<file path="config.mk">
export PLATFORM = sky130hd
export DESIGN_NAME = bir_queue
export DESIGN_NICKNAME = d
export VERILOG_FILES = /design/src/design/bir_pkg.sv /design/src/design/bir_queue.sv
export SDC_FILE = /design/constraint.sdc
export NUM_CORES = 1
export LEC_CHECK = 0
export BUFFER_PORTS_ARGS = -buffer_cell sky130_fd_sc_hd__buf_2
export CELL_PAD_IN_SITES_DETAIL_PLACEMENT = 0
export CELL_PAD_IN_SITES_GLOBAL_PLACEMENT = 1
export CORE_MARGIN = 1
export CORE_UTILIZATION = 40
export CTS_BUF_LIST = sky130_fd_sc_hd__clkbuf_2 sky130_fd_sc_hd__clkbuf_4 sky130_fd_sc_hd__clkbuf_8
export CTS_CLUSTER_SIZE = 8
export DETAILED_ROUTE_END_ITERATION = 16
export GPL_ROUTABILITY_DRIVEN = 0
export GPL_TIMING_DRIVEN = 1
export PLACE_DENSITY = 0.65
export SLEW_MARGIN = 10
export SYNTH_ARGS = -nofsm -noshare
export SYNTH_HDL_FRONTEND = slang
export SYNTH_SLANG_ARGS = --single-unit
</file>
<file path="constraint.sdc">
create_clock -name clock -period 3.9 [get_ports clock]
set_clock_uncertainty 0.2 [all_clocks]
set_input_delay 0.195 -clock clock [delete_from_list [all_inputs] [get_ports clock]]
set_output_delay 0.195 -clock clock [all_outputs]
set_load 0.05 [all_outputs]
</file>
<file path="src/design/bir_pkg.sv">
package bir_pkg;

   // defaults for the top level parameters
   localparam int DEF_MAX_SRC_DIM   = 256;
   localparam int DEF_MAX_DST_DIM   = 256;
   localparam int DEF_FRACTION_BITS = 10;

   // fixed field widths
   localparam int DIM_REG_W   = 9;
   localparam int STEP_W      = 16;
   localparam int POS_W       = 8;
   localparam int CHAN_W      = 8;
   localparam int NUM_CHAN    = 3;
   localparam int PIXEL_W     = NUM_CHAN * CHAN_W;
   localparam int PROD_W      = POS_W + STEP_W;
   localparam int REQ_TDATA_W = 2 * POS_W + PIXEL_W;
   localparam int RSP_TDATA_W = 2 * POS_W + PIXEL_W;
   localparam int CSR_INDEX_W = 2;
   localparam int QUEUE_DEPTH = 4;

   localparam logic [DIM_REG_W-1:0] DIM_RESET = 9'd256;

   typedef enum logic {
      KIND_STORE   = 1'b0,
      KIND_COMPUTE = 1'b1
   } req_kind_type;

   typedef enum logic [CSR_INDEX_W-1:0] {
      CSR_SRC_WIDTH  = 2'd0,
      CSR_SRC_HEIGHT = 2'd1,
      CSR_DST_WIDTH  = 2'd2,
      CSR_DST_HEIGHT = 2'd3
   } csr_index_type;

   typedef enum logic [1:0] {
      FR_IDLE,
      FR_MUL,
      FR_PUSH
   } front_state_type;

   typedef enum logic [2:0] {
      BK_IDLE,
      BK_RD01,
      BK_RD10,
      BK_RD11,
      BK_BOT,
      BK_VERT
   } back_state_type;

   // scale steps and whether they are being recomputed
   typedef struct packed {
      logic              busy;
      logic [STEP_W-1:0] h_step;
      logic [STEP_W-1:0] v_step;
   } step_info_type;

endpackage

</file>
<file path="src/design/bir_queue.sv">
module bir_queue #(
   parameter int WIDTH = 8,
   parameter int DEPTH = bir_pkg::QUEUE_DEPTH
) (
   input  logic             clock,
   input  logic             reset,
   input  logic             push_valid,
   output logic             push_ready,
   input  logic [WIDTH-1:0] push_data,
   output logic             pop_valid,
   input  logic             pop_ready,
   output logic [WIDTH-1:0] pop_data
);
   localparam int PW = $clog2(DEPTH);
   localparam int NW = $clog2(DEPTH + 1);

   logic [WIDTH-1:0] slot_ff [DEPTH];
   logic [PW-1:0]    wr_ptr_ff, rd_ptr_ff;
   logic [NW-1:0]    count_ff;
   logic             do_push, do_pop;

   assign push_ready = (count_ff != NW'(DEPTH));
   assign pop_valid  = (count_ff != '0);
   assign pop_data   = slot_ff[rd_ptr_ff];
   assign do_push    = push_valid & push_ready;
   assign do_pop     = pop_valid & pop_ready;

   // pointers and fill level
   always_ff @(posedge clock) begin
      if (reset) begin
         wr_ptr_ff <= '0;
         rd_ptr_ff <= '0;
         count_ff  <= '0;
      end else begin
         if (do_push) begin
            wr_ptr_ff <= (wr_ptr_ff == PW'(DEPTH - 1)) ? '0 : wr_ptr_ff + PW'(1);
         end
         if (do_pop) begin
            rd_ptr_ff <= (rd_ptr_ff == PW'(DEPTH - 1)) ? '0 : rd_ptr_ff + PW'(1);
         end
         if (do_push && !do_pop) begin
            count_ff <= count_ff + NW'(1);
         end else if (do_pop && !do_push) begin
            count_ff <= count_ff - NW'(1);
         end
      end
   end

   always_ff @(posedge clock) begin
      if (do_push) begin
         slot_ff[wr_ptr_ff] <= push_data;
      end
   end

endmodule

</file>
==> impl_metrics.py, run 1 <==
metrics = {
    "logic_synthesis": {
        "synth_compound_area_share_pct": 2.14,
        "synth-simple-area-share_pct": 6.51,
        "synth_top_family_by_area": "multiplexers",
        "synth.distinct_cells": 26,
        "seq_area_frac_synth_pct": 69.8,
        "synth_top_area_share_pct": 58.8,
        "synth_xor_area_share_pct": 1.07,
        "syn_inst": 90,
        "syn_nets": 109,
        "yosys-mux-area-fraction_pct": 12.9,
        "synth_top_area_cell": "edfxtp_1",
        "synth_most_common_cell": "edfxtp_1",
        "async_flop_share_pct": 0,
        "yosysWarningCount": 0,
        "avgSynthCellArea_um2": 18.2,
        "syn-cell-area_um2": 1630,
        "synthTopCellsByCount": "edfxtp_1 (32), dfxtp_1 (9), mux4_2 (8)",
        "synth_edf_count": 32,
        "ys.flop_type": "edfxtp_1",
        "ys_seq_elements": 41,
        "synth_area_leaders": "edfxtp_1 (59%), dfxtp_1 (11%), mux4_2 (11%)",
        "synth_fa_ha_area_share_pct": 5.82,
    },
    "pwr": {
        "vdd_drop_max_mv": 0.300,
        "leakage_nw": 0.730,
        "p_int_uw": 843,
        "switchingPower_uw": 472,
        "switching_share_pct": 35.9,
        "sequentialPowerShare_pct": 44.9,
        "comb_power_share_pct": 34.5,
        "power_per_cell_area_nw_per_um2": 671,
        "p_clk_share_pct": 20.6,
    },
    "floorplan": {
        "dieHeight_um": 65.9,
        "die-area_um2": 4340,
        "dieWidth_um": 65.9,
        "start_util_pct": 43.0,
        "ios": 22,
        "num_rows": 22,
        "fp.coreArea_um2": 3800,
    },
    "worst_setup_path": {
        "worstSetupPathType": "reg2reg",
        "r2r-start": "count_ff[0]$_SDFFE_PP0P_",
        "reg2reg_depth": 7,
        "cp-end-kind": "flip-flop",
        "start_kind": "flip-flop",
        "worst-path-max-fanout": 5,
        "worstPathRequired_ns": 3.92,
        "rr_endpoint": "count_ff[2]$_SDFFE_PP0P_",
        "r2r_slack_ns": 1.30,
        "critPathArrivalTime_ns": 2.62,
    },
    "cells_and_area": {
        "drive_gt1_share_pct": 36.3,
        "syn_to_final_growth_pct": 20.0,
        "antenna_cells": 0,
        "fin_nets": 142,
    },
    "route": {
        "drc": 0,
        "wl_per_cell_um": 15.1,
        "drt_wl_total_mm": 2.59,
        "ant_nets": 0,
        "drt-initial-drc-count": 40,
        "route.vias.total": 874,
        "via_per_inst": 5.08,
        "firstDrtPassIters": 4,
    },
    "cts": {
        "cts_root_buf": "clkbuf_8",
        "cts_buffers": 5,
        "clockBufferDepth": 2,
        "path_clk_slew_ns": 0.07,
        "postCtsSetupBuffers": 0,
        "hold_buffers": 9,
        "htreeDepth": 2,
        "clock-sinks": 41,
        "cts_tree": "yes",
        "cts_resized": 0,
        "clk_latency_ns": 0.28,
    },
    "timing": {
        "maxSlewHeadroom_pct": 62.4,
        "tightest_slew_ns": 0.563,
        "period_share_pct": 66.8,
        "fin_crit_ns": 2.60,
        "tns_ns": 0,
        "rsz0062_at_grt": "false",
        "drv_slew": 0,
        "setup_ws_ns": 1.30,
        "setup_viol": 0,
        "fmax_mhz": 384,
        "final_hold_viol_count": 0,
    },
    "global_route": {
        "grt_pass1_vias": 902,
        "grt_max_degree": 13,
        "antenna_found_initial": 0,
        "grt_pass1_wl_mm": 4.05,
        "grt_usage_pct": 13.7,
        "grt_overflow_total": 0,
    },
    "placed_design": {
        "io_buffers": 21,
        "dp_hpwl_mm": 1.71,
        "dp_slack_ns": 1.33,
    },
    "hold_path": {
        "hold_class": "in2reg",
        "holdPathEnd": "wr_ptr_ff[0]$_SDFFE_PP0P_",
        "min-delay-start": "push_valid",
        "holdPathStages": 3,
    },
    "run": {
        "cap_violations": 0,
    },
    "run_status": {
        "status": "finished clean",
    },
}
-- worst max-delay path, stage by stage (launching register included) --
cell	delay, ns
dfxtp_1	0.37
o31ai_1	0.51
ha_1	0.29
inv_1	0.06
fa_1	0.39
xor2_1	0.16
or3_2	0.40
a21oi_1	0.15
-- per-layer routing --
metal / part of all wire [%] / vias to the layer above / GRT usage (%) / wire (um)
met2: 53 / 18 / 24.0 / 1380
met3: 4.3 / 6 / 4.48 / 111
met5: 0 / - / 0 / 0
li1: - / 410 / - / -
met4: 1.9 / 0 / 7.88 / 48
met1: 41 / 440 / 14.1 / 1050
-- layout make-up --
class                   count  area, um^2
multi-input cells          42         464
clock inverters             1        5.00
well taps                  48        60.1
inverters                   3        11.3
clock buffers               7        83.8
flip-flops and latches     41        1140
fillers                   330        1840
repair buffers             30         195
-- worst max path at each step --
stage / start / endpoint / slack, ns
2_1_floorplan: count_ff[0]$_SDFFE_PP0P_ / count_ff[2]$_SDFFE_PP0P_ / 1.34
3_3_place_gp: count_ff[0]$_SDFFE_PP0P_ / count_ff[2]$_SDFFE_PP0P_ / 1.41
3_5_place_dp: count_ff[0]$_SDFFE_PP0P_ / count_ff[2]$_SDFFE_PP0P_ / 1.33
4_1_cts: count_ff[0]$_SDFFE_PP0P_ / count_ff[2]$_SDFFE_PP0P_ / 1.27
5_1_grt: count_ff[0]$_SDFFE_PP0P_ / count_ff[2]$_SDFFE_PP0P_ / 1.13
6_report: count_ff[0]$_SDFFE_PP0P_ / count_ff[2]$_SDFFE_PP0P_ / 1.30
-- logic make-up (layout without fill, tap and decap cells) --
| group | after synthesis | in the layout |
|---|---|---|
| simple gates | 17 | 17 |
| buf+inv | 7 | 41 |
| fa+ha+maj | 7 | 7 |
| mux | 11 | 11 |
| flops | 41 | 41 |
| compound gates | 5 | 5 |
| xor+xnor | 2 | 2 |
-- power groups by stage --
stage / Clock (mW) / Combinational (mW) / Sequential (mW)
6_report: 0.271 / 0.453 / 0.591
3_3_place_gp: 0 / 0.440 / 0.599
4_1_cts: 0.276 / 0.461 / 0.594
5_1_grt: 0.294 / 0.485 / 0.602
3_5_place_dp: 0 / 0.447 / 0.602
2_1_floorplan: 0 / 0.380 / 0.572
-- state kept, by name, indices dropped and copies added (netlist names), named ones only --
| name | flops |
|---|---|
| rd_ptr_ff | 2 |
| wr_ptr_ff | 2 |
| count_ff | 3 |
| slot_ff | 32 |
-- metrics by stage --
step / total power [mW] / hold WS [ns] / instances / area, um^2 / util, %
after CTS: 1.33 / 0.00708 / 172 / 1960 / 51.6
after global routing: 1.38 / 0.0298 / 172 / 1960 / 51.6
after floorplan: 0.952 / 0.0939 / 90 / 1630 / -
after global placement: 1.04 / 0.206 / 155 / 1780 / 46.9
final: 1.32 / 0.0157 / 172 / 1960 / 51.6
after detailed placement: 1.05 / 0.215 / 155 / 1780 / 46.9
-- layout by cell type, fill, tap and decap left out, drive strengths merged, types with 3 or more instances in the layout --
cell	instances
and3	4
buf	21
clkbuf	7
dfxtp	9
dlygate4sd3	9
edfxtp	32
ha	6
inv	3
mux2i	3
mux4	8
nor2	3
or3	3
Note: power is estimated with default switching activity, not from simulation.
==> inputs of run 2 (changes only) <==
--- a/config.mk
+++ b/config.mk
@@ -5,6 +5,7 @@
 export SDC_FILE = /design/constraint.sdc
 export NUM_CORES = 1
 export LEC_CHECK = 0
+export ABC_AREA = 1
 export BUFFER_PORTS_ARGS = -buffer_cell sky130_fd_sc_hd__buf_2
 export CELL_PAD_IN_SITES_DETAIL_PLACEMENT = 0
 export CELL_PAD_IN_SITES_GLOBAL_PLACEMENT = 1
@@ -15,7 +16,7 @@
 export DETAILED_ROUTE_END_ITERATION = 16
 export GPL_ROUTABILITY_DRIVEN = 0
 export GPL_TIMING_DRIVEN = 1
-export PLACE_DENSITY = 0.65
+export PLACE_DENSITY = 0.68
 export SLEW_MARGIN = 10
 export SYNTH_ARGS = -nofsm -noshare
 export SYNTH_HDL_FRONTEND = slang
==> constraint.sdc (replaced) <==
create_clock -name clock -period 2.5 [get_ports clock]
set_clock_uncertainty 0.2 [all_clocks]
set_input_delay 0.125 -clock clock [delete_from_list [all_inputs] [get_ports clock]]
set_output_delay 0.125 -clock clock [all_outputs]
set_load 0.05 [all_outputs]
==> run 2 against run 1 <==
Effect of this change: synthesized cell count increased by 61%; sequential power increased by 57%; utilization decreased by 0.092 points; critical path depth decreased by 3; clock-buffer cell count decreased by 1; sequential cell count unchanged; global-route usage increased by 1.6 points; die area increased by 3.7%; combinational power increased by 110%; hold slack improved by 0.32 ns; wire length increased by 15%; critical path type is now reg2out; largest power group is now combinational cells.
==> impl_metrics.py, run 2 <==
metrics = {
    "cts": {
        "path_clk_slew_ns": 0.07,
        "cts_resized": 0,
        "clockBufferDepth": 2,
        "clk_latency_ns": 0.28,
        "cts_tree": "yes",
        "cts_buffers": 5,
        "clock-sinks": 41,
        "postCtsSetupBuffers": 0,
        "htreeDepth": 2,
        "cts_root_buf": "clkbuf_8",
    },
    "worst_setup_path": {
        "start_kind": "flip-flop",
        "slowest_delay_ns": 0.60,
        "path_buf_inv": 2,
        "worst-path-max-fanout": 12,
        "cp_slowest_cell": "dfxtp_1",
        "worstSetupPathType": "reg2out",
        "worstPathRequired_ns": 2.17,
        "path_delay_family": "flip-flops",
        "cp-end-kind": "output port",
        "critPathArrivalTime_ns": 1.69,
        "path_cells": "buf_4 > o21ai_0 > o22ai_1 > buf_2",
    },
    "timing": {
        "maxSlewHeadroom_pct": 69.9,
        "period_share_pct": 80.7,
        "hold_slack_ns": 0.336,
        "tightest_slew_ns": 0.451,
        "fmax_mhz": 496,
        "setup_viol": 0,
        "rsz0062_at_grt": "false",
        "drv_slew": 0,
        "fin_crit_ns": 2.02,
        "final_hold_viol_count": 0,
        "tns_ns": 0,
    },
    "placed_design": {
        "io_buffers": 21,
        "dp_hpwl_mm": 2.04,
    },
    "global_route": {
        "grt_max_degree": 17,
        "grt_overflow_total": 0,
        "antenna_found_initial": 0,
        "grt_usage_pct": 15.3,
        "grt_pass1_vias": 1089,
        "grt_pass1_wl_mm": 4.82,
    },
    "route": {
        "dr_wl_met2_mm": 1.48,
        "drc": 0,
        "route.vias.total": 1149,
        "via_per_inst": 4.83,
        "met3WireLength_um": 104,
        "wl_per_cell_um": 12.5,
        "firstDrtPassIters": 4,
        "routed.top_layer": "met4",
        "drt-met1-wl_mm": 1.35,
        "drt_wl_total_mm": 2.98,
        "ant_nets": 0,
        "drt-initial-drc-count": 52,
    },
    "cells_and_area": {
        "largest_reg_flops": 32,
        "syn_to_final_growth_pct": 22.3,
        "largest-register": "slot_ff",
        "fin_nets": 206,
        "drive_gt1_share_pct": 22.3,
        "layout_common_cells": "nor2_1 (32), edfxtp_1 (32), buf_2 (21)",
        "largest_registers": "slot_ff x32, count_ff x3",
        "antenna_cells": 0,
    },
    "floorplan": {
        "die-area_um2": 4510,
        "dieWidth_um": 67.1,
        "dieHeight_um": 67.1,
        "num_rows": 23,
        "start_util_pct": 42.1,
        "ios": 22,
        "fp.coreArea_um2": 4030,
    },
    "run": {
        "cap_violations": 0,
    },
    "pwr": {
        "power_per_cell_area_nw_per_um2": 1090,
        "leakage_nw": 0.836,
        "vdd_drop_max_mv": 0.520,
    },
    "logic_synthesis": {
        "synth_edf_count": 32,
        "synth_top_area_share_pct": 56.6,
        "avgSynthCellArea_um2": 11.7,
        "seq_area_frac_synth_pct": 67.3,
        "syn_inst": 145,
        "yosysWarningCount": 0,
        "ys_seq_elements": 41,
        "synth_top_area_cell": "edfxtp_1",
        "syn-cell-area_um2": 1700,
        "syn_nets": 164,
        "async_flop_share_pct": 0,
        "ys.flop_type": "edfxtp_1",
        "synth_area_leaders": "edfxtp_1 (57%), dfxtp_1 (11%), nor2_1 (7.1%)",
        "synth.distinct_cells": 20,
        "synthTopCellsByCount": "edfxtp_1 (32), nor2_1 (32), inv_1 (15)",
    },
    "hold_path": {
        "hold_class": "reg2reg",
    },
    "run_status": {
        "status": "finished clean",
    },
}
run 2: tightest hold or removal path, cell delays in order, from the launching register on:
cell and delay [ns]:
dfxtp_1 0.31, a21oi_1 0.11, nor2_1 0.07
run 2: power breakdown:
group,switching [mW],internal [mW],leakage (nW),total [mW]
logic,0.669,0.261,0.420,0.930
clock network,0.207,0.204,0.0484,0.411
registers,0.0835,0.845,0.368,0.928
run 2: area by class of cell:
cell class	count	area (um^2)
clock buffers	6	76.3
well taps	50	62.6
inverters	16	60.1
flip-flops and latches	41	1140
clock inverters	2	10.0
fillers	394	1950
multi-input cells	86	473
repair buffers	37	253
run 2: cells by family after synthesis:
group           after synthesis  synth area share [%]
fa+ha+maj                     7                  5.60
flops                        41                  67.3
buf+inv                      18                  4.87
xor+xnor                      1                 0.516
compound gates               27                  9.22
simple gates                 51                  12.5
run 2: through the flow:
stage	instances	setup slack (ns)	cell area (um^2)	utilization (%)	power [mW]
6_report	238	0.482	2080	51.5	2.27
5_1_grt	238	0.273	2080	51.5	2.43
4_1_cts	238	0.454	2080	51.5	2.30
3_5_place_dp	219	0.504	1880	46.6	1.87
3_3_place_gp	219	0.538	1880	46.6	1.85
2_1_floorplan	145	0.403	1700	-	1.65
run 2: repair_timing:
action | in CTS | in global routing
setup endpoints to repair | 0 | 0
hold buffers | 11 | 0
hold endpoints to repair | 38 | 0
run 2: routing by layer:
layer  vias up  track usage, %
li1        578               -
met1       541            17.3
met2        24            26.1
met3         6            5.14
met4         0            6.38
met5         -               0
run 2: final timing paths:
path / slack, ns / cells after the start / start / to
worst min register to register: 0.34 / 2 / rd_ptr_ff[1]$_SDFFE_PP0P_ / rd_ptr_ff[1]$_SDFFE_PP0P_
worst max register to register: 0.49 / 9 / count_ff[1]$_SDFFE_PP0P_ / count_ff[1]$_SDFFE_PP0P_
worst max-delay path: 0.48 / 4 / flip-flop / pop_data[4]
worst min-delay path: 0.34 / 2 / rd_ptr_ff[1]$_SDFFE_PP0P_ / rd_ptr_ff[1]$_SDFFE_PP0P_
