--- config.mk ---
export PLATFORM = sky130hd
export DESIGN_NAME = bir_front
export DESIGN_NICKNAME = d
export VERILOG_FILES = /design/src/design/bir_pkg.sv /design/src/design/bir_front.sv
export SDC_FILE = /design/constraint.sdc
export NUM_CORES = 1
export LEC_CHECK = 0
export ABC_CLOCK_PERIOD_IN_PS = 4880
export CORE_ASPECT_RATIO = 0.8
export CORE_UTILIZATION = 55
export DETAILED_ROUTE_END_ITERATION = 7
export DONT_BUFFER_PORTS = 1
export PLACE_DENSITY = 0.76
export SLEW_MARGIN = 20
export SYNTH_ARGS = -nofsm -noshare
export SYNTH_HDL_FRONTEND = slang
export SYNTH_SLANG_ARGS = --single-unit
export TNS_END_PERCENT = 5
--- constraint.sdc ---
create_clock -name clock -period 4.88 [get_ports clock]
set_input_delay 0.732 -clock clock [delete_from_list [all_inputs] [get_ports clock]]
set_output_delay 0.732 -clock clock [all_outputs]
set_load 0.01 [all_outputs]
--- src/design/bir_pkg.sv ---
package bir_pkg;

   // defaults for the top level parameters
   localparam int DEF_MAX_SRC_DIM   = 256;
   localparam int DEF_MAX_DST_DIM   = 256;
   localparam int DEF_FRACTION_BITS = 10;

   // fixed field widths
   localparam int DIM_REG_W   = 9;
   localparam int STEP_W      = 16;
   localparam int POS_W       = 8;
   localparam int CHAN_W      = 8;
   localparam int NUM_CHAN    = 3;
   localparam int PIXEL_W     = NUM_CHAN * CHAN_W;
   localparam int PROD_W      = POS_W + STEP_W;
   localparam int REQ_TDATA_W = 2 * POS_W + PIXEL_W;
   localparam int RSP_TDATA_W = 2 * POS_W + PIXEL_W;
   localparam int CSR_INDEX_W = 2;
   localparam int QUEUE_DEPTH = 4;

   localparam logic [DIM_REG_W-1:0] DIM_RESET = 9'd256;

   typedef enum logic {
      KIND_STORE   = 1'b0,
      KIND_COMPUTE = 1'b1
   } req_kind_type;

   typedef enum logic [CSR_INDEX_W-1:0] {
      CSR_SRC_WIDTH  = 2'd0,
      CSR_SRC_HEIGHT = 2'd1,
      CSR_DST_WIDTH  = 2'd2,
      CSR_DST_HEIGHT = 2'd3
   } csr_index_type;

   typedef enum logic [1:0] {
      FR_IDLE,
      FR_MUL,
      FR_PUSH
   } front_state_type;

   typedef enum logic [2:0] {
      BK_IDLE,
      BK_RD01,
      BK_RD10,
      BK_RD11,
      BK_BOT,
      BK_VERT
   } back_state_type;

   // scale steps and whether they are being recomputed
   typedef struct packed {
      logic              busy;
      logic [STEP_W-1:0] h_step;
      logic [STEP_W-1:0] v_step;
   } step_info_type;

endpackage

--- src/design/bir_front.sv ---
module bir_front #(
   parameter int MAX_SRC_DIM   = bir_pkg::DEF_MAX_SRC_DIM,
   parameter int FRACTION_BITS = bir_pkg::DEF_FRACTION_BITS
) (
   input  logic                                clock,
   input  logic                                reset,
   input  logic                                req_tvalid,
   output logic                                req_tready,
   input  logic [bir_pkg::REQ_TDATA_W-1:0]     req_tdata,
   input  logic [0:0]                          req_tuser,
   input  bir_pkg::step_info_type              step_info,
   input  logic [$clog2(MAX_SRC_DIM)-1:0]      last_x,
   input  logic [$clog2(MAX_SRC_DIM)-1:0]      last_y,
   output logic                                push_valid,
   input  logic                                push_ready,
   output logic [1 + 2*bir_pkg::POS_W + 4*$clog2(MAX_SRC_DIM) + 2*FRACTION_BITS
                 + bir_pkg::PIXEL_W - 1:0]      push_data
);
   import bir_pkg::*;

   localparam int CW = $clog2(MAX_SRC_DIM);
   localparam int F  = FRACTION_BITS;

   front_state_type      state_ff, state_in;
   req_kind_type         kind_ff;
   logic [POS_W-1:0]     px_ff, py_ff;
   logic [PIXEL_W-1:0]   pix_ff;
   logic [PROD_W-1:0]    tx_ff, ty_ff;

   logic                 accept;
   logic                 in_range;
   logic                 capture;
   logic [CW-1:0]        x0, x1, y0, y1;
   logic [F-1:0]         fx, fy;

   // integer neighbours and fraction along one axis, clamped at the last one
   function automatic void map_axis(input  logic [PROD_W-1:0] t,
                                    input  logic [CW-1:0]     last,
                                    output logic [CW-1:0]     c0,
                                    output logic [CW-1:0]     c1,
                                    output logic [F-1:0]      fr);
      logic [PROD_W-1:0] c;
      c = t >> F;
      if (c < PROD_W'(last)) begin
         c0 = CW'(c);
         c1 = CW'(c) + CW'(1);
         fr = t[F-1:0];
      end else begin
         c0 = last;
         c1 = last;
         fr = '0;
      end
   endfunction

   assign req_tready = (state_ff == FR_IDLE) && !step_info.busy;
   assign accept     = req_tvalid & req_tready;
   assign in_range   = (32'(req_tdata[POS_W-1:0]) < 32'(MAX_SRC_DIM)) &&
                       (32'(req_tdata[2*POS_W-1:POS_W]) < 32'(MAX_SRC_DIM));

   // sequencer: compute beats pass the multiply state, in-range stores go straight to push
   always_comb begin
      state_in   = state_ff;
      push_valid = 1'b0;
      capture    = 1'b0;
      case (state_ff)
         FR_IDLE: begin
            if (accept) begin
               capture = 1'b1;
               if (req_kind_type'(req_tuser[0]) == KIND_COMPUTE) begin
                  state_in = FR_MUL;
               end else if (in_range) begin
                  state_in = FR_PUSH;
               end
            end
         end
         FR_MUL: begin
            state_in = FR_PUSH;
         end
         FR_PUSH: begin
            push_valid = 1'b1;
            if (push_ready) begin
               state_in = FR_IDLE;
            end
         end
         default: state_in = FR_IDLE;
      endcase
   end

   always_ff @(posedge clock) begin
      if (reset) begin
         state_ff <= FR_IDLE;
      end else begin
         state_ff <= state_in;
      end
   end

   // beat capture and source position products
   always_ff @(posedge clock) begin
      if (capture) begin
         kind_ff <= req_kind_type'(req_tuser[0]);
         px_ff   <= req_tdata[POS_W-1:0];
         py_ff   <= req_tdata[2*POS_W-1:POS_W];
         pix_ff  <= req_tdata[REQ_TDATA_W-1:2*POS_W];
      end
      if (state_ff == FR_MUL) begin
         tx_ff <= PROD_W'(px_ff) * PROD_W'(step_info.h_step);
         ty_ff <= PROD_W'(py_ff) * PROD_W'(step_info.v_step);
      end
   end

   // queue entry; a store carries its target in x0 and y0
   always_comb begin
      map_axis(tx_ff, last_x, x0, x1, fx);
      map_axis(ty_ff, last_y, y0, y1, fy);
      if (kind_ff == KIND_STORE) begin
         x0 = CW'(px_ff);
         y0 = CW'(py_ff);
         x1 = '0;
         y1 = '0;
         fx = '0;
         fy = '0;
      end
      push_data = {kind_ff, px_ff, py_ff, x0, x1, y0, y1, fx, fy, pix_ff};
   end

endmodule

==> results of run 1 <==
[cell type report]
| type | instances | area, sq um |
|---|---|---|
| Inverter | 217 | 815 |
| Sequential cell | 91 | 2710 |
| Clock inverter | 7 | 57.6 |
| Timing Repair Buffer | 76 | 616 |
| Tap cell | 300 | 375 |
| Clock buffer | 9 | 225 |
| Fill cell | 1796 | 8220 |
| Multi-Input combinational cell | 910 | 8660 |
[registers in the layout, summed over array words and instances, names as in the netlist]
register and cells:
py_ff 8, px_ff 8, ty_ff 24, kind_ff 1, pix_ff 24, tx_ff 24, state_ff 2
[synth_stat cells, types with 2 or more instances]
cell,number,area [sq um]
a221o_1,2,20.0
o21a_1,8,60.1
nand2b_1,8,50.1
fa_1,168,3360
a211oi_1,18,135
a31oi_2,2,25.0
buf_2,2,10.0
o31a_1,3,26.3
inv_1,217,815
nor4_1,4,25.0
nor3_1,12,60.1
xnor2_1,32,280
and2_1,200,1250
or3_1,3,18.8
dfxtp_1,2,40.0
o21bai_1,7,52.6
ha_1,104,1300
a21o_1,14,105
o211ai_1,6,45.0
nor2b_1,9,56.3
nand4_1,2,12.5
a21oi_1,52,260
clkbuf_1,30,113
nor2_1,61,229
xor2_1,12,105
and3_1,26,163
mux2i_1,19,190
o21ai_0,18,90.1
a31oi_1,3,18.8
nand3_1,14,70.1
nor3b_1,3,22.5
edfxtp_1,89,2670
nand2_1,79,297
[layout by cell type (no fill, tap or decap), types with 5 or more instances in the layout]
master,instances
mux2i_1,19
o21ai_0,17
nand2b_1,8
nand2_1,74
buf_4,67
edfxtp_1,89
inv_1,217
a21oi_1,51
nor2b_1,8
nor2_1,60
clkbuf_16,9
nor3_1,12
fa_1,164
and3_1,26
nand3_1,14
nand2_2,5
o21bai_1,5
and2_1,198
o211ai_1,6
ha_1,100
a211oi_1,18
o21a_1,8
xor2_1,12
a21o_1,14
xnor2_1,32
buf_6,6
[report_power, final]
| part | internal, mW | switching [mW] |
|---|---|---|
| Clock | 0.354 | 0.314 |
| Sequential | 1.09 | 0.0520 |
| Combinational | 1.79 | 2.03 |
| Total | 3.23 | 2.40 |
[path summary, 6_finish.rpt]
check	start	endpoint	slack (ns)	cells past startpoint
setup reg to reg	px_ff[2]	tx_ff[21]	0.03	16
hold reg to reg	state_ff[0]	state_ff[0]	0.51	1
setup / recovery	px_ff[2]	tx_ff[21]	0.03	16
hold / removal	reset	state_ff[1]	0.46	1
[repair_timing]
action,CTS,global route
resized for setup,1,29
endpoints found under the setup margin,6,18
setup buffers,1,6
cloned,0,1
pin swaps,2,13
hold endpoints to repair,0,0
[layer usage]
metal	up-vias	global-route usage (%)	part of all wire (%)	wire length (um)
met1	4399	32.9	43	12100
met5	-	0	0	0
met4	0	7.42	2.1	590
li1	4138	-	-	-
met3	40	6.19	7.3	2050
met2	340	43.5	48	13500
[kinds of logic (layout without fill, tap and decap cells)]
logic type,Yosys count,count (layout)
XOR/XNOR,44,44
flip-flops,91,91
AO/OA/AOI/OAI,147,147
buffers and inverters,250,309
multiplexers,19,19
AND/OR/NAND/NOR,428,428
adder cells (fa/ha/maj),272,272
[metrics by stage]
step                setup TNS (ns)  utilization [%]
detailed placement          -0.828             59.9
global placement            -0.266             59.9
global route                -0.754             62.1
finish                           0             62.1
floorplan                        0                -
CTS                        -0.0119             61.3
==> run metrics, run 1 <==
status=complete, no violations; clk sink count=91; clock latency at the later pin of the worst-skew pair=0.34 ns; Num CTS Buffers=9; Final period util=99.4%; cts hold-fix bufs=0; Core Area=21700 sq um; clock slew seen by the registers of the worst setup and hold paths=0.07 ns; average wire per standard cell=17.5 um; RSZ-0062 raised after global routing=true; minimum clock period after layout=4.85 ns; DR DRC count=0; Layout Cells excl Fill=1610; initial antenna violation count=0; HPWL after DPL=23100 um; Longest Clk Path Bufs=2; antenna diode count=0; CTS tree=built; Max Clock Freq=206 MHz; Worst IR Drop VDD=0.242 mV; PD cells=418 nW/um^2; pin count of the biggest net entering global routing=57; Post-synth EDFFs=89; num ports=189; Lkg Pwr=6.24 nW; first-pass GRT wire length=45500 um; CTS Root Cell=clkbuf_16; crit path launch type=flip-flop; critical path's largest stage delay=0.51 ns; Setup crit end kind=flip-flop; Max Cap Violations=0; crit-path leading delay family=adder cells; I/O Buffers=0; Die ar.=22800 sq um; Vias=8917; YS warnings=0; proportion of synthesized area in mux cells=1.56%; slew at the pin closest to its max-slew limit=0.730 ns; Setup violations, final=0; Synth Area per Inst=9.76 sq um; layout cells sized above 1=9.16%; Compound-Gate Fraction of Synth Area=8.06%; Post-Synth Simple-Gate Area=19.0%; Fin. Hold Viols=0; asr flop ratio synth=0%; sequential element share of the synthesized area=22.2%; syn_nets=1617; Die H=135 um; GRT Overall Usage=25.7%; largest family of logic cells by synthesized area=adder cells; Worst Path Arrival=4.94 ns; Tightest Hold Check Type=input port to flip-flop; Critical Path RT=4.96 ns; first drt pass iteration count=5; Routed WL=28200 um; Final Power=5.63 mW; Clock Skews=0.00900 ns; worst path cell trace=buf_12 > and2_1 > fa_2 > fa_1 > inv_1 > fa_1 > fa_1 > inv_1 > ha_1 > o21a_1 > o31a_1 > o41a_1 > a221o_1 > a31oi_4 > a21oi_1 > xor2_1; initial core utilization=56.3%; worst hold slack=0.456 ns; Iter 0 DRT Violations=557; Final Cell Area=13500 sq um; Placed Instance Area=13000 sq um; CP Max Fanout=14; Synth Flop Type=edfxtp_1; Gate Count Post-Synth=1251; WP buf/inv=3; Max H-tree Level=3; Rows=48; Final Max Slew Viols=0; Post-Synth XOR/XNOR Area=3.16%; most used cell, CP=fa_1; Place WS=-0.212 ns; Critical Path Slowest Stage Cell=fa_1; post-synthesis cell area=12200 sq um; Via density=5.54; Die Wd=169 um; number of global-route vias before repair=9372; Final nets=1671; gpl congestion=0.865; Layout Area Growth over Synthesis=10.3%; Slew HR=51.1%; Crit Path Category=flip-flop to flip-flop; worst setup margin=0.0274 ns; post-synth cell types=55; grt total ovfl=0; register bit total from synthesis=91; Post-Synth Adder-Cell Area=38.2%; placed insts=1586; antenna viol nets, final=0
No activity file was read; power rests on OpenSTA's default activity.
==> run 2, diff against run 1 <==
ABC_AREA = 1   (was default)
ABC_CLOCK_PERIOD_IN_PS = 4000   (was 4880)
clock period = 4 ns   (was 4.88 ns; I/O delays follow)
==> run 2 against run 1 <==
Against the previous run:
- the flow now finishes with violations (negative setup slack)
- global-route usage increased by 2.5 points
- wire length up 20%
- via count increased by 22%
- worst setup slack lost 0.21 ns
- critical path type unchanged
- final area is 14% higher
==> run metrics, run 2 <==
synth top area cells=fa_1 (25%), edfxtp_1 (20%), inv_1 (15%); synth cell count leaders=inv_1 (516), nand2_1 (505), fa_1 (168); grt total ovfl=0 (unchanged); Core Area=23500 sq um (+8.5%); most common cell after layout, fill and taps aside=inv_1; status=complete, but fails checks; sequential element share of the synthesized area=20.4% (-1.8 points); number of global-route vias before repair=10800 (+15%); Num CTS Buffers=9 (unchanged); Fin. Hold Viols=0 (unchanged); Post-synth EDFFs=89 (unchanged); clk sink count=91 (unchanged); PD cells=573 nW/um^2 (+37%); Lkg Pwr=8.96 nW (+44%); Longest Clk Path Bufs=2 (unchanged); layout cells sized above 1=15.0% (+5.9 points); HPWL after DPL=28100 um (+22%); Via density=5.08 (-8.3%); CTS Root Cell=clkbuf_16; failing checks=negative setup slack; Slew HR=38.7% (-12 points); RSZ-0062 raised after global routing=true; initial antenna violation count=2 (+2); Final Cell Area=15400 sq um (+14%); grt met1 use=40.9% (+8.0 points); Critical Path Slowest Stage Cell=fa_1; crit-path leading delay family=adder cells; Reg power frac=15.7% (-4.5 points); Layout Cells excl Fill=2150 (+34%); Clock Skews=0.0155 ns (+0.00650 ns); worst path cell trace=buf_6 > buf_16 > nand2_1 > inv_1 > fa_1 > fa_1 > fa_1 > fa_1 > ha_4 > a21oi_1 > o21ai_1 > o21ai_1 > nand3_1 > nand2_1 > nand2_1; Max H-tree Level=3 (unchanged); minimum clock period after layout=4.18 ns (-0.675 ns); Worst IR Drop VDD=0.355 mV (+47%); Iter 0 DRT Violations=930 (+67%); register bit total from synthesis=91 (unchanged); Synth Flop Type=edfxtp_1; Final TNS setup=-2.84 ns (-2.84 ns); GRT Overall Usage=28.2% (+2.5 points); num ports=189 (unchanged); most used cell, CP=fa_1; clock power share=9.5% (-2.4 points); placed insts=2118 (+34%); Die H=141 um (+4.2%); Die Wd=176 um (+4.2%); Routed WL=33700 um (+20%); DR DRC count=0 (unchanged); Tightest Hold Check Type=input port to flip-flop; Max Clock Freq=239 MHz (+16%); CP Max Fanout=6 (-8); Final Max Slew Viols=0 (unchanged); Int Pwr=4.75 mW (+47%); Vias=10900 (+22%); gr busiest metal=met2; Place WS=-0.193 ns (+0.0192 ns); Layout Area Growth over Synthesis=15.7%; P_sw=4.05 mW (+69%); asr flop ratio synth=0% (unchanged); cts hold-fix bufs=0 (unchanged); Crit Path Category=flip-flop to flip-flop; Final period util=104% (+5.0 points); Worst Path Arrival=4.27 ns (-0.67 ns); critical path's largest stage delay=0.57 ns (+0.06 ns); first-pass GRT wire length=54400 um (+20%); met2 global-route usage=42.5% (-0.95 points); Setup violations, final=25 (+25); initial core utilization=56.4% (+0.11 points); Critical Path RT=4.09 ns (-0.87 ns); post-synth cell types=39 (-29%); CTS tree=built; pin count of the biggest net entering global routing=38 (-33%); post-synthesis cell area=13300 sq um (+8.7%); gpl congestion=0.902 (+4.2%); Final nets=2197 (+31%); Final Power=8.80 mW (+56%); flop-to-flop setup slack=-0.18 ns (-0.21 ns); Largest regs=pix_ff: 24 flops, tx_ff: 24 flops, ty_ff: 24 flops; Synth Area per Inst=7.51 sq um (-23%); combinational power share=74.8% (+6.9 points); clock slew seen by the registers of the worst setup and hold paths=0.08 ns (about the same); Gate Count Post-Synth=1766 (+41%); most frequent cells in the layout=inv_1 (512), nand2_1 (484), fa_1 (163), buf_4 (114), edfxtp_1 (89); Rows=50 (+4.2%); switch share=46.1% (+3.4 points); crit path launch type=flip-flop; cell with the most instances after synthesis=inv_1; first drt pass iteration count=6 (+1); Placed Instance Area=14700 sq um (+13%); Setup crit end kind=flip-flop; Die ar.=24700 sq um (+8.6%); clock latency at the later pin of the worst-skew pair=0.34 ns (about the same); GR Util met3=7.31% (+1.1 points); WP buf/inv=3 (unchanged); I/O Buffers=0 (unchanged); Synth top area share=25.4% (-2.2 points); Synth area leader=fa_1; Max Cap Violations=0 (unchanged); worst setup margin=-0.178 ns (-0.205 ns); YS warnings=0 (unchanged); syn_nets=2132 (+32%); average wire per standard cell=15.7 um (-10%); slew at the pin closest to its max-slew limit=0.917 ns (+0.188 ns); Finished Core Util=65.3% (+3.2 points); antenna viol nets, final=0 (unchanged); worst hold slack=0.319 ns (-0.137 ns)
## run 2: cell count changes in the layout (fill, tap and decap cells not counted), sizes merged, moves of 22 or more
cell / change
inv: +303
buf: +53
nand3: +58
and3: -26
and2: -199
nand2: +437
xnor2: -22
## run 2: final timing paths
| path | endpoint | start | depth (start not counted) |
|---|---|---|---|
| min | state_ff[1] | reset | 1 |
| max | tx_ff[22] | px_ff[4] | 15 |
| max reg2reg | tx_ff[22] | px_ff[4] | 15 |
| min reg2reg | state_ff[0] | state_ff[0] | 3 |
## run 2: routing by layer
metal | up-vias | part of all wire (%) | wire, um
li1 | 5255 | - | -
met1 | 5107 | 45 | 15300
met2 | 541 | 43 | 14500
met5 | - | 0 | 0
met4 | 0 | 1.1 | 384
met3 | 20 | 11 | 3590
## run 2: worst reg2reg max path, delay by kind of cell (launching register included)
kind                       cells  cell delay (ns)
adders and majority gates      5             2.31
AOI/OAI and AO/OA              3             0.61
DFF                            1             0.40
buffers and inverters          3             0.35
and+or+nand+nor                4             0.26
## run 2: power groups by stage
stage	Sequential [mW]	Clock (mW)	Combinational, mW
after global routing	1.39	0.886	7.32
after floorplan	1.38	0	4.27
after detailed placement	1.40	0	6.11
final	1.38	0.834	6.58
after CTS	1.38	0.852	6.35
after global placement	1.40	0	5.97
## run 2: area by class of cell
| class | instances | area, sq um |
|---|---|---|
| Antenna cell | 2 | 5.00 |
| Clock inverter | 7 | 65.1 |
| Sequential cell | 91 | 2710 |
| Inverter | 519 | 1950 |
| Multi-Input combinational cell | 1081 | 8870 |
| Timing Repair Buffer | 129 | 1140 |
| Fill cell | 2011 | 8170 |
| Clock buffer | 9 | 225 |
| Tap cell | 312 | 390 |
## run 2: timing repair
action | in CTS | in global routing
gates resized for setup | 26 | 30
pin swaps | 25 | 22
setup buffers | 8 | 4
cloned | 2 | 0
setup endpoints to repair | 31 | 33
## run 2: cell families after synthesis
| logic type | count (synthesis) | synth area share (%) |
|---|---|---|
| xor gates and xnor gates | 32 | 2.11 |
| and+or+nand+nor | 688 | 21.6 |
| DFF | 91 | 20.4 |
| adders and majority gates | 272 | 35.2 |
| buffers and inverters | 594 | 17.1 |
| AOI/OAI and AO/OA | 89 | 3.57 |
==> run 3, diff against run 2 <==
ABC_AREA = 0   (was 1)
==> run 3 against run 2 <==
Against the previous run:
- the flow still finishes with violations (negative setup slack)
- largest power group unchanged
- wire length is 15% lower
- combinational power is 16% lower
- non-clock buffer count is 31 higher
- highest routed layer unchanged
==> run metrics, run 3 (same netlist as run 1, synthesis figures left out) <==
antenna diode count=0 (-2); first drt pass iteration count=5 (-1); Setup crit end kind=flip-flop; Slew HR=31.5% (-7.2 points); Crit Path Category=flip-flop to flip-flop; CTS Root Cell=clkbuf_16; Routed WL=28700 um (-15%); Final Cell Area=14200 sq um (-7.5%); grt total ovfl=0 (unchanged); Largest regs=pix_ff: 24 flops, tx_ff: 24 flops, ty_ff: 24 flops; Max Clock Freq=209 MHz (-13%); Num CTS Buffers=9 (unchanged); slew at the pin closest to its max-slew limit=1.03 ns (+0.108 ns); clk sink count=91 (unchanged); Setup violations, final=28 (+12%); antenna viol nets, final=0 (unchanged); layout cells sized above 1=15.4% (+0.39 points); clock slew seen by the registers of the worst setup and hold paths=0.07 ns (about the same); Critical Path Slowest Stage Cell=edfxtp_1; crit-path leading delay family=adder cells; Final Max Slew Viols=0 (unchanged); WP buf/inv=3 (unchanged); Die Wd=169 um (-4.0%); Via density=5.50 (+8.3%); Fill cells=1732 (-14%); Critical Path RT=4.08 ns (about the same); Die H=135 um (-4.0%); GRT Overall Usage=26.5% (-1.7 points); CP Max Fanout=7 (+1); RSZ-0062 raised after global routing=true; worst setup margin=-0.787 ns (-0.609 ns); clock latency at the later pin of the worst-skew pair=0.34 ns (about the same); Clock Skews=0.00818 ns (-0.00732 ns); multi-input logic area=8740 sq um (-1.4%); Lkg Pwr=6.67 nW (-26%); number of global-route vias before repair=9681 (-10%); Final Power=7.69 mW (-13%); Vias=9317 (-15%); I/O Buffers=0 (unchanged); Layout Area Growth over Synthesis=16.4%; Core Area=21700 sq um (-7.8%); pin count of the biggest net entering global routing=56 (+47%); critical path's largest stage delay=0.58 ns (about the same); Longest Clk Path Bufs=2 (unchanged); Final nets=1755 (-20%); Max Cap Violations=0 (unchanged); Fin. Hold Viols=0 (unchanged); Die ar.=22800 sq um (-7.9%); Iter 0 DRT Violations=538 (-42%); Finished Core Util=65.5% (+0.25 points); most common cell after layout, fill and taps aside=inv_1; Reg area=2710 sq um (unchanged); most used cell, CP=fa_1; minimum clock period after layout=4.79 ns (+0.609 ns); Tightest Hold Check Type=input port to flip-flop; worst path cell trace=nand2_1 > fa_1 > fa_1 > inv_1 > fa_1 > inv_2 > fa_1 > inv_2 > ha_4 > o21a_1 > o31a_1 > o41a_1 > a221o_1 > a31oi_4 > a31oi_1 > xnor2_1; first-pass GRT wire length=47500 um (-13%); most frequent cells in the layout=inv_1 (214), and2_1 (199), fa_1 (165), buf_4 (152), ha_1 (97); Rows=48 (-4.0%); gpl congestion=0.888 (-1.5%); failing checks=negative setup slack; PD cells=542 nW/um^2 (-5.5%); Worst Path Arrival=4.86 ns (+0.59 ns); initial core utilization=56.3% (-0.11 points); Worst IR Drop VDD=0.281 mV (-21%); crit path launch type=flip-flop; initial antenna violation count=0 (-2); CTS tree=built; status=complete, but fails checks; num ports=189 (unchanged); Placed Instance Area=13800 sq um (-6.2%); average wire per standard cell=17.0 um (+8.0%); HPWL after DPL=23600 um (-16%); Final period util=120% (+15 points); Max H-tree Level=3 (unchanged); DR DRC count=0 (unchanged)
==> run 3: changes by cell type in the layout (fill, tap and decap cells not counted), sizes merged, moves of 11 or more <==
cell / delta
nor2: -15
nand2: -437
a21o: +14
and3: +26
buf: +31
mux2i: +19
inv: -303
a211oi: +18
and2: +199
nand3: -58
nand4: -11
xnor2: +22
==> run 3: worst paths after layout <==
check | startpoint | to | slack [ns] | cells past startpoint
setup / recovery | px_ff[4] | tx_ff[23] | -0.79 | 16
hold / removal | reset | state_ff[1] | 0.33 | 1
setup reg to reg | px_ff[4] | tx_ff[23] | -0.79 | 16
hold reg to reg | state_ff[0] | state_ff[0] | 0.52 | 1
==> run 3: worst register-to-register path: stages, from the launching register on <==
cell and delay [ns]:
edfxtp_1 0.58, nand2_1 0.12, fa_1 0.49, fa_1 0.56, inv_1 0.05, fa_1 0.49
inv_2 0.04, fa_1 0.48, inv_2 0.05, ha_4 0.21, o21a_1 0.11, o31a_1 0.12
o41a_1 0.35, a221o_1 0.40, a31oi_4 0.20, a31oi_1 0.12, xnor2_1 0.15
==> run 3: final cells by class <==
class / instances / share of cell area (%)
multi-input cells: 910 / 61.6
clock inverters: 6 / 0.379
clock buffers: 10 / 1.61
well taps: 300 / 2.64
repair buffers: 160 / 8.98
flip-flops and latches: 91 / 19.1
inverters: 217 / 5.73
==> run 3: stage by stage <==
step | hold WS (ns) | worst slack (ns) | instances | setup TNS (ns)
after floorplan | 0.457 | -0.631 | 1251 | -10.31
after global placement | 0.498 | -0.709 | 1676 | -13.75
after detailed placement | 0.498 | -0.838 | 1676 | -15.91
after CTS | 0.313 | -0.782 | 1694 | -13.86
after global routing | 0.308 | -0.924 | 1694 | -18.86
final | 0.326 | -0.787 | 1694 | -13.85
==> run 3: repair_timing <==
action / in CTS / in global routing
hold buffers: 0 / 0
setup endpoints to repair: 29 / 30
buffers inserted: 2 / 0
gates resized for setup: 19 / 13
pin swaps: 12 / 12
==> run 3: power by group <==
part	internal, mW	leakage, nW	switching [mW]
clock network	0.434	0.136	0.379
logic	2.77	5.69	2.73
registers	1.33	0.837	0.0563
==> run 3: metal layers <==
metal	part of all wire [%]	vias up	global-route usage (%)
li1	-	4305	-
met5	0	-	0
met1	42	4601	34.9
met2	48	358	44.0
met3	7.4	53	5.99
met4	2.6	0	7.98
